**config.mk**
```make
export PLATFORM = sky130hd
export DESIGN_NAME = mark_space_run_detector_top
export DESIGN_NICKNAME = d
export VERILOG_FILES = /design/src/rtl/msrd_pkg.sv /design/src/rtl/msrd_tracker.sv /design/src/rtl/mark_space_run_detector_top.sv
export SDC_FILE = /design/constraint.sdc
export NUM_CORES = 2
export LEC_CHECK = 0
export BUFFER_PORTS_ARGS = -buffer_cell sky130_fd_sc_hd__clkbuf_2
export CAP_MARGIN = 10
export CORE_MARGIN = 1.5
export CORE_UTILIZATION = 36
export DETAILED_ROUTE_END_ITERATION = 6
export PLACE_DENSITY_LB_ADDON = 0.25
export SETUP_SLACK_MARGIN = 0.4
export SYNTH_ARGS = -nofsm -noshare
export SYNTH_HDL_FRONTEND = slang
export SYNTH_SLANG_ARGS = --single-unit
```
**constraint.sdc**
```tcl
create_clock -name clk -period 11.3 [get_ports clk]
set_input_delay 0.565 -clock clk [delete_from_list [all_inputs] [get_ports clk]]
set_output_delay 0.565 -clock clk [all_outputs]
set_load 0.1 [all_outputs]
```
**src/rtl/msrd_pkg.sv**
```systemverilog
`timescale 1ns / 1ps
package msrd_pkg;

	// default sizing of the top level
	localparam int DEF_HISTORY_DEPTH = 4;
	localparam int DEF_COUNT_WIDTH   = 32;

	// fixed field widths
	localparam int SAMPLE_W   = 16;
	localparam int CC_W       = 3;
	localparam int SPACING_W  = 24;
	localparam int SAMPLES_W  = 32;
	localparam int DURATION_W = 56;
	localparam int CFG_DATA_W = SPACING_W;
	localparam int CFG_IDX_W  = 1;

	// register reset values
	localparam logic [CC_W-1:0]      CC_RESET      = 3'd4;
	localparam logic [SPACING_W-1:0] SPACING_RESET = 24'd5805;

	// register indexes
	localparam logic [CFG_IDX_W-1:0] REG_AGREE_N = 1'd0;
	localparam logic [CFG_IDX_W-1:0] REG_SPACING = 1'd1;

	// input commands
	localparam logic CMD_SAMPLE = 1'b0;
	localparam logic CMD_FLUSH  = 1'b1;

	// finished element handed from the tracker to the output pipeline
	typedef struct packed {
		logic valid;
		logic mark;
		logic flush;
	} emit_t;

endpackage

```
**src/rtl/msrd_tracker.sv**
```systemverilog
`timescale 1ns / 1ps
module msrd_tracker #(
	parameter int HISTORY_DEPTH = msrd_pkg::DEF_HISTORY_DEPTH,
	parameter int COUNT_WIDTH   = msrd_pkg::DEF_COUNT_WIDTH
) (
	input  logic                         clk,
	input  logic                         arst_n,
	input  logic                         beat,
	input  logic                         command,
	input  logic [msrd_pkg::SAMPLE_W-1:0] sample,
	input  logic [msrd_pkg::CC_W-1:0]     agree_n,
	output msrd_pkg::emit_t              ev,
	output logic [COUNT_WIDTH-1:0]       ev_len
);
	import msrd_pkg::*;

	localparam int FILL_W = $clog2(HISTORY_DEPTH + 1);
	localparam int EXT_W  = (FILL_W > CC_W) ? FILL_W : CC_W;

	logic [HISTORY_DEPTH-1:0] zh_q;
	logic [FILL_W-1:0]        fill_q;
	logic [COUNT_WIDTH-1:0]   cnt_q;
	logic [COUNT_WIDTH-1:0]   start_q;
	logic                     held_q;
	logic                     first_q;

	logic [HISTORY_DEPTH:0]   zh_wide;
	logic [HISTORY_DEPTH-1:0] zh_next;
	logic [FILL_W-1:0]        fill_next;
	logic [EXT_W-1:0]         cc_ext;
	logic [FILL_W-1:0]        cmp;
	logic [HISTORY_DEPTH-1:0] cmask;
	logic [HISTORY_DEPTH-1:0] low;
	logic                     decided;
	logic                     dec_mark;
	logic                     is_flush;

	assign is_flush = (command == CMD_FLUSH);

	// shift the zero flag of the new sample into the history
	always_comb begin
		zh_wide   = {zh_q, (sample == '0)};
		zh_next   = zh_wide[HISTORY_DEPTH-1:0];
		fill_next = (fill_q < FILL_W'(HISTORY_DEPTH)) ? fill_q + FILL_W'(1) : fill_q;
	end

	// effective compare count, saturated to 1..depth
	always_comb begin
		cc_ext = EXT_W'(agree_n);
		if (agree_n == '0) begin
			cmp = FILL_W'(1);
		end else if (cc_ext > EXT_W'(HISTORY_DEPTH)) begin
			cmp = FILL_W'(HISTORY_DEPTH);
		end else begin
			cmp = FILL_W'(cc_ext);
		end
		for (int i = 0; i < HISTORY_DEPTH; i++) begin
			cmask[i] = (FILL_W'(i) < cmp);
		end
	end

	// all newest zero is space, none zero is mark
	always_comb begin
		low      = zh_next & cmask;
		dec_mark = (low == '0);
		decided  = (fill_next >= cmp) && ((low == cmask) || dec_mark);
	end

	// finished element for this beat
	always_comb begin
		ev.valid = 1'b0;
		ev.mark  = held_q;
		ev.flush = is_flush;
		ev_len   = cnt_q - start_q;
		if (beat) begin
			if (is_flush) begin
				ev.valid = 1'b1;
			end else if (decided && first_q && (dec_mark != held_q)) begin
				ev.valid = 1'b1;
			end
		end
	end

	// run tracking state
	always_ff @(posedge clk or negedge arst_n) begin
		if (!arst_n) begin
			zh_q    <= '0;
			fill_q  <= '0;
			cnt_q   <= '0;
			start_q <= '0;
			held_q  <= 1'b0;
			first_q <= 1'b0;
		end else if (beat) begin
			if (is_flush) begin
				zh_q    <= '0;
				fill_q  <= '0;
				cnt_q   <= '0;
				start_q <= '0;
				held_q  <= 1'b0;
				first_q <= 1'b0;
			end else begin
				zh_q   <= zh_next;
				fill_q <= fill_next;
				cnt_q  <= cnt_q + COUNT_WIDTH'(1);
				if (decided && (!first_q || (dec_mark != held_q))) begin
					first_q <= 1'b1;
					start_q <= cnt_q;
					held_q  <= dec_mark;
				end
			end
		end
	end

	// flush returns the tracker to its reset state
	a_flush_clears: assert property (@(posedge clk) disable iff (!arst_n)
		beat && is_flush |=> (cnt_q == '0) && !first_q && (fill_q == '0))
		else $error("flush did not clear run state");

	// a change emit only happens once the first element is known
	a_emit_after_first: assert property (@(posedge clk) disable iff (!arst_n)
		ev.valid && !is_flush |-> first_q && (dec_mark != held_q))
		else $error("element emitted without a decided change");

	// history fill saturates at the depth
	a_fill_sat: assert property (@(posedge clk) disable iff (!arst_n)
		beat && !is_flush && (fill_q == FILL_W'(HISTORY_DEPTH))
		|=> fill_q == FILL_W'(HISTORY_DEPTH))
		else $error("history fill left saturation");

endmodule

```
**src/rtl/mark_space_run_detector_top.sv**
```systemverilog
`timescale 1ns / 1ps
// result path: the input beat that ends an element loads it into the s1 register, and the result beat is
// offered from the result register behind it; throughput: one input beat per cycle, sustained while the
// result stream is not back-pressured; the run tracker and the duration multiplier stage are parted by the s1 register
// reset: arst_n clears the run state and pipeline valids at once, the agree count
// returns to 4 and the sample period to 5805
module mark_space_run_detector_top #(
	parameter int HISTORY_DEPTH = msrd_pkg::DEF_HISTORY_DEPTH,
	parameter int COUNT_WIDTH   = msrd_pkg::DEF_COUNT_WIDTH
) (
	input  logic                           clk,
	input  logic                           arst_n,
	// configuration write port
	input  logic                           cfg_we,
	input  logic [msrd_pkg::CFG_IDX_W-1:0]  cfg_index,
	input  logic [msrd_pkg::CFG_DATA_W-1:0] cfg_data,
	// input stream
	input  logic                           s_tvalid,
	output logic                           s_tready,
	input  logic [15:0]                    s_tdata,  // [15:0] sample
	input  logic                           s_tuser,  // [0] command
	// result stream
	output logic                           m_tvalid,
	input  logic                           m_tready,
	output logic [87:0]                    m_tdata,  // [31:0] element_samples, [87:32] element_duration
	output logic                           m_tuser,  // [0] element_is_mark
	output logic                           m_tlast   // final_element
);
	import msrd_pkg::*;

	localparam int PROD_W = COUNT_WIDTH + SPACING_W;

	logic [CC_W-1:0]      agree_n_q;
	logic [SPACING_W-1:0] spacing_q;

	logic                   beat;
	emit_t                  ev;
	logic [COUNT_WIDTH-1:0] ev_len;

	logic                   valid_s1;
	logic                   mark_s1;
	logic                   last_s1;
	logic [COUNT_WIDTH-1:0] len_s1;

	logic                   out_valid_q;
	logic                   out_mark_q;
	logic                   out_last_q;
	logic [SAMPLES_W-1:0]   samples_q;
	logic [DURATION_W-1:0]  duration_q;

	logic                   out_load;
	logic                   adv_s1;
	logic [PROD_W-1:0]      prod;

	// configuration registers
	always_ff @(posedge clk or negedge arst_n) begin
		if (!arst_n) begin
			agree_n_q <= CC_RESET;
			spacing_q <= SPACING_RESET;
		end else if (cfg_we) begin
			unique case (cfg_index)
				REG_AGREE_N: agree_n_q <= cfg_data[CC_W-1:0];
				REG_SPACING: spacing_q <= cfg_data[SPACING_W-1:0];
				default: ;
			endcase
		end
	end

	// pipeline flow control
	assign out_load = !out_valid_q || m_tready;
	assign adv_s1   = valid_s1 && out_load;
	assign s_tready = !valid_s1 || out_load;
	assign beat     = s_tvalid && s_tready;

	msrd_tracker #(
		.HISTORY_DEPTH(HISTORY_DEPTH),
		.COUNT_WIDTH  (COUNT_WIDTH)
	) u_tracker (
		.clk    (clk),
		.arst_n (arst_n),
		.beat   (beat),
		.command(s_tuser),
		.sample (s_tdata),
		.agree_n(agree_n_q),
		.ev     (ev),
		.ev_len (ev_len)
	);

	// element register
	always_ff @(posedge clk or negedge arst_n) begin
		if (!arst_n) begin
			valid_s1 <= 1'b0;
		end else if (ev.valid) begin
			valid_s1 <= 1'b1;
		end else if (adv_s1) begin
			valid_s1 <= 1'b0;
		end
	end

	always_ff @(posedge clk) begin
		if (ev.valid) begin
			mark_s1 <= ev.mark;
			last_s1 <= ev.flush;
			len_s1  <= ev_len;
		end
	end

	// duration = length times spacing
	assign prod = PROD_W'(len_s1) * PROD_W'(spacing_q);

	// result register
	always_ff @(posedge clk or negedge arst_n) begin
		if (!arst_n) begin
			out_valid_q <= 1'b0;
		end else if (adv_s1) begin
			out_valid_q <= 1'b1;
		end else if (m_tready) begin
			out_valid_q <= 1'b0;
		end
	end

	always_ff @(posedge clk) begin
		if (adv_s1) begin
			out_mark_q <= mark_s1;
			out_last_q <= last_s1;
			samples_q  <= SAMPLES_W'(len_s1);
			duration_q <= DURATION_W'(prod);
		end
	end

	assign m_tvalid = out_valid_q;
	assign m_tdata  = {duration_q, samples_q};
	assign m_tuser  = out_mark_q;
	assign m_tlast  = out_last_q;

endmodule
```
==> flow_summary.yaml <==
clock_tree:
  clk_pin_slew_ns: 0.06
  clockRootBuffer: "clkbuf_16"
  tritoncts: "built"
  cts_sinks: 225
  hold_buffers: 1
  htreeDepth: 1
  postCtsSetupBuffers: 0
  clk_path_buf_depth: 3
  cts_buffers: 31
  cts_resized: 0
  insertion_delay_ns: 0.62
place:
  io_buffers: 138
  dp_hpwl_um: 71100
  place_congestion: 0.835
layout:
  drive_gt1_share_pct: 8.23
  nets: 4530
  fillers: 9580
  syn_to_final_growth_pct: 8.40
  antenna_cells: 0
synthesis:
  yosys.area.top_type_share_pct: 38.3
  avgSynthCellArea_um2: 9.67
  synth_compound_area_share_pct: 6.29
  postSynth.asyncResetShare_pct: 44.9
  synth_xor_area_share_pct: 2.59
  yosysWarnings: 0
  yosysTopAreaCell: "fa_1"
  synth.area.mux_share_pct: 0.882
  yosys.area_share.simple_pct: 15.7
  ys_top_cells_by_area: "fa_1 38%, edfxtp_1 11%, inv_1 8.3%"
  ys_ff_latch: 225
  synthAdderAreaFrac_pct: 46.2
  synth_top_family_by_area: "adder cells"
  synthFlopType: "edfxtp_1"
  synth_cell_type_count: 76
  synth_edf_count: 124
  synthesis.nets: 4491
  syn-cell-area_um2: 34500
  ys_seq_area_share_pct: 18.2
  syn_inst: 3567
global_routing:
  grt_usage_pct: 20.6
  grt_start_max_net_pins: 69
  grt_pass1_vias: 26021
  antenna_found_initial: 5
  grt_overflow_total: 0
  grt_first_pass_wirelength_um: 154000
routing:
  routed_via_density: 4.98
  wl_per_cell_um: 20.1
  drc: 0
  routed_wl_um: 98400
  dr.pass1.iters: 5
  route.vias.total: 24398
  dr_wl_met3_um: 5880
  ant_nets: 0
  drtIter0Drc: 1580
  wl_met2_um: 49500
  drt-met1-wl_um: 40500
  top_layer_used: "met5"
worst_hold_path:
  hold_path_depth: 2
  hp-class: "in -> reg"
die:
  start_util_pct: 36.3
  die_h_um: 313
  num_rows: 113
  fp.dieW_um: 313
  fp.dieArea_um2: 97700
  core-area_um2: 95000
  num_io_pins: 139
critical_path:
  r2r_setup_slack_ns: 3.06
  endpoint_kind: "flip-flop"
  rr_worst_depth: 23
  crit_fanout: 33
  crit_type: "reg -> reg"
  critPathArrivalTime_ns: 8.59
  critical_path.startpoint_type: "flip-flop"
  required_ns: 11.65
sta:
  finalMaxSlewViolations: 0
  min_period_ns: 8.24
  skew_ns: 0.0128
  fin_crit_sh_pct: 72.9
  rsz0062_at_grt: "no"
  maxSlewHeadroom_pct: 14.1
  hold_viol_final: 0
  fmaxAchievable_mhz: 121
  finalSetupViolCount: 0
  tightest_slew_ns: 1.29
  fin_tns_setup_ns: 0
run_status:
  status: "finished, final reports clean"
run:
  drv_cap: 0
==> kinds of logic (layout without fill, tap and decap cells) <==
logic type | count (synthesis) | in the layout
fa+ha+maj | 877 | 877
flops | 225 | 225
xor+xnor | 102 | 102
buf+inv | 933 | 997
mux | 27 | 27
compound gates | 320 | 320
simple gates | 1083 | 1083
==> cell usage after synthesis, types with 3 or more instances <==
cell type and count:
o21ai_0 55, clkbuf_1 151, o211ai_1 10, buf_1 7, edfxtp_1 124, nand3_1 35
nor2b_1 9, inv_1 762, o31a_1 3, and3_1 12, dfstp_2 9, fa_1 659
a221oi_1 3, ha_1 218, and4_1 5, nand4_1 20, a211oi_1 4, buf_2 13
and2_1 405, o21a_1 9, nand3b_1 4, mux2_2 27, nand2_1 461, a31oi_1 7
a31o_2 3, o31ai_1 4, o21bai_1 17, a22o_1 32, a21o_1 29, xnor2_1 57
or3_1 7, nor4_1 6, xor2_1 45, dfrtp_1 92, o21ai_1 9, nand2b_1 11
a21oi_1 103, nor2_1 78, nor3_1 17
==> metal layers <==
metal  vias up  GRT usage, %
li1      10890             -
met1     12649          26.5
met2       715          35.9
met3       142          3.15
met4         2          5.35
met5         -             0
==> per-stage QoR <==
| stage | util (%) | cells | setup slack [ns] | hold slack [ns] | cell area, um^2 |
|---|---|---|---|---|---|
| finish | 39.3 | 4896 | 3.06 | 0.174 | 37400 |
| CTS | 39.3 | 4896 | 3.16 | 0.125 | 37400 |
| floorplan | - | 3567 | 4.38 | 0.269 | 34500 |
| detailed placement | 38.3 | 4837 | 3.21 | 0.411 | 36400 |
| global placement | 38.3 | 4837 | 3.19 | 0.425 | 36400 |
| global route | 39.3 | 4896 | 2.80 | 0.143 | 37400 |
==> placed cells by master, fill, tap and decap left out, drive strengths merged, types with 10 or more instances in the layout <==
| cell | n |
|---|---|
| a21o | 29 |
| a21oi | 104 |
| a22o | 32 |
| and2 | 405 |
| and3 | 12 |
| buf | 39 |
| clkbuf | 180 |
| clkinv | 13 |
| dfrtp | 92 |
| edfxtp | 124 |
| fa | 659 |
| ha | 218 |
| inv | 763 |
| mux2 | 27 |
| nand2 | 463 |
| nand2b | 11 |
| nand3 | 35 |
| nand4 | 21 |
| nor2 | 78 |
| nor3 | 17 |
| o211ai | 10 |
| o21ai | 64 |
| o21bai | 17 |
| xnor2 | 57 |
| xor2 | 45 |
==> worst max-delay path, cell delays in order (launching register included) <==
cell      delay [ns]
dfstp_2         1.10
nand2_1         0.18
fa_1            0.58
inv_1           0.05
fa_1            0.48
inv_1           0.06
fa_1            0.53
inv_1           0.05
fa_1            0.41
fa_1            0.47
fa_1            0.54
inv_1           0.05
fa_1            0.53
inv_1           0.06
ha_1            0.44
nand4_2         0.22
nor2_1          0.20
o311ai_1        0.19
a21boi_2        0.29
a21boi_2        0.15
o41ai_4         0.50
a31oi_2         0.29
o41ai_2         0.45
xor2_1          0.13
==> cell type report <==
| cell class | instances | area [um^2] | area share, % |
|---|---|---|---|
| clock buffer | 43 | 841 | 2.25 |
| multi-input combinational | 2409 | 24700 | 66.1 |
| tap | 1265 | 1580 | 4.23 |
| sequential | 225 | 6280 | 16.8 |
| timing repair buffer | 177 | 988 | 2.64 |
| clock inverter | 15 | 110 | 0.295 |
| inverter | 762 | 2860 | 7.65 |
==> flip-flops by register name, indices dropped and copies added, names as in the netlist, 3 cells and up <==
name,count
agree_n_q,3
len_s1,32
samples_q,32
u_tracker.fill_q,3
duration_q,56
u_tracker.cnt_q,32
u_tracker.start_q,32
u_tracker.zh_q,3
spacing_q,24
==> final timing paths <==
| check | startpoint | end |
|---|---|---|
| max | spacing_q[3] | duration_q[54] |
| min | cfg_data[20] | spacing_q[20] |
| max reg2reg | spacing_q[3] | duration_q[54] |
| min reg2reg | last_s1 | m_tlast |
| max in group asynchronous | arst_n | spacing_q[16] |
| min in group asynchronous | arst_n | u_tracker.cnt_q[15] |
Power is not shown: default switching activity piles up to over one toggle a cycle in this logic, so the estimate is an artifact.
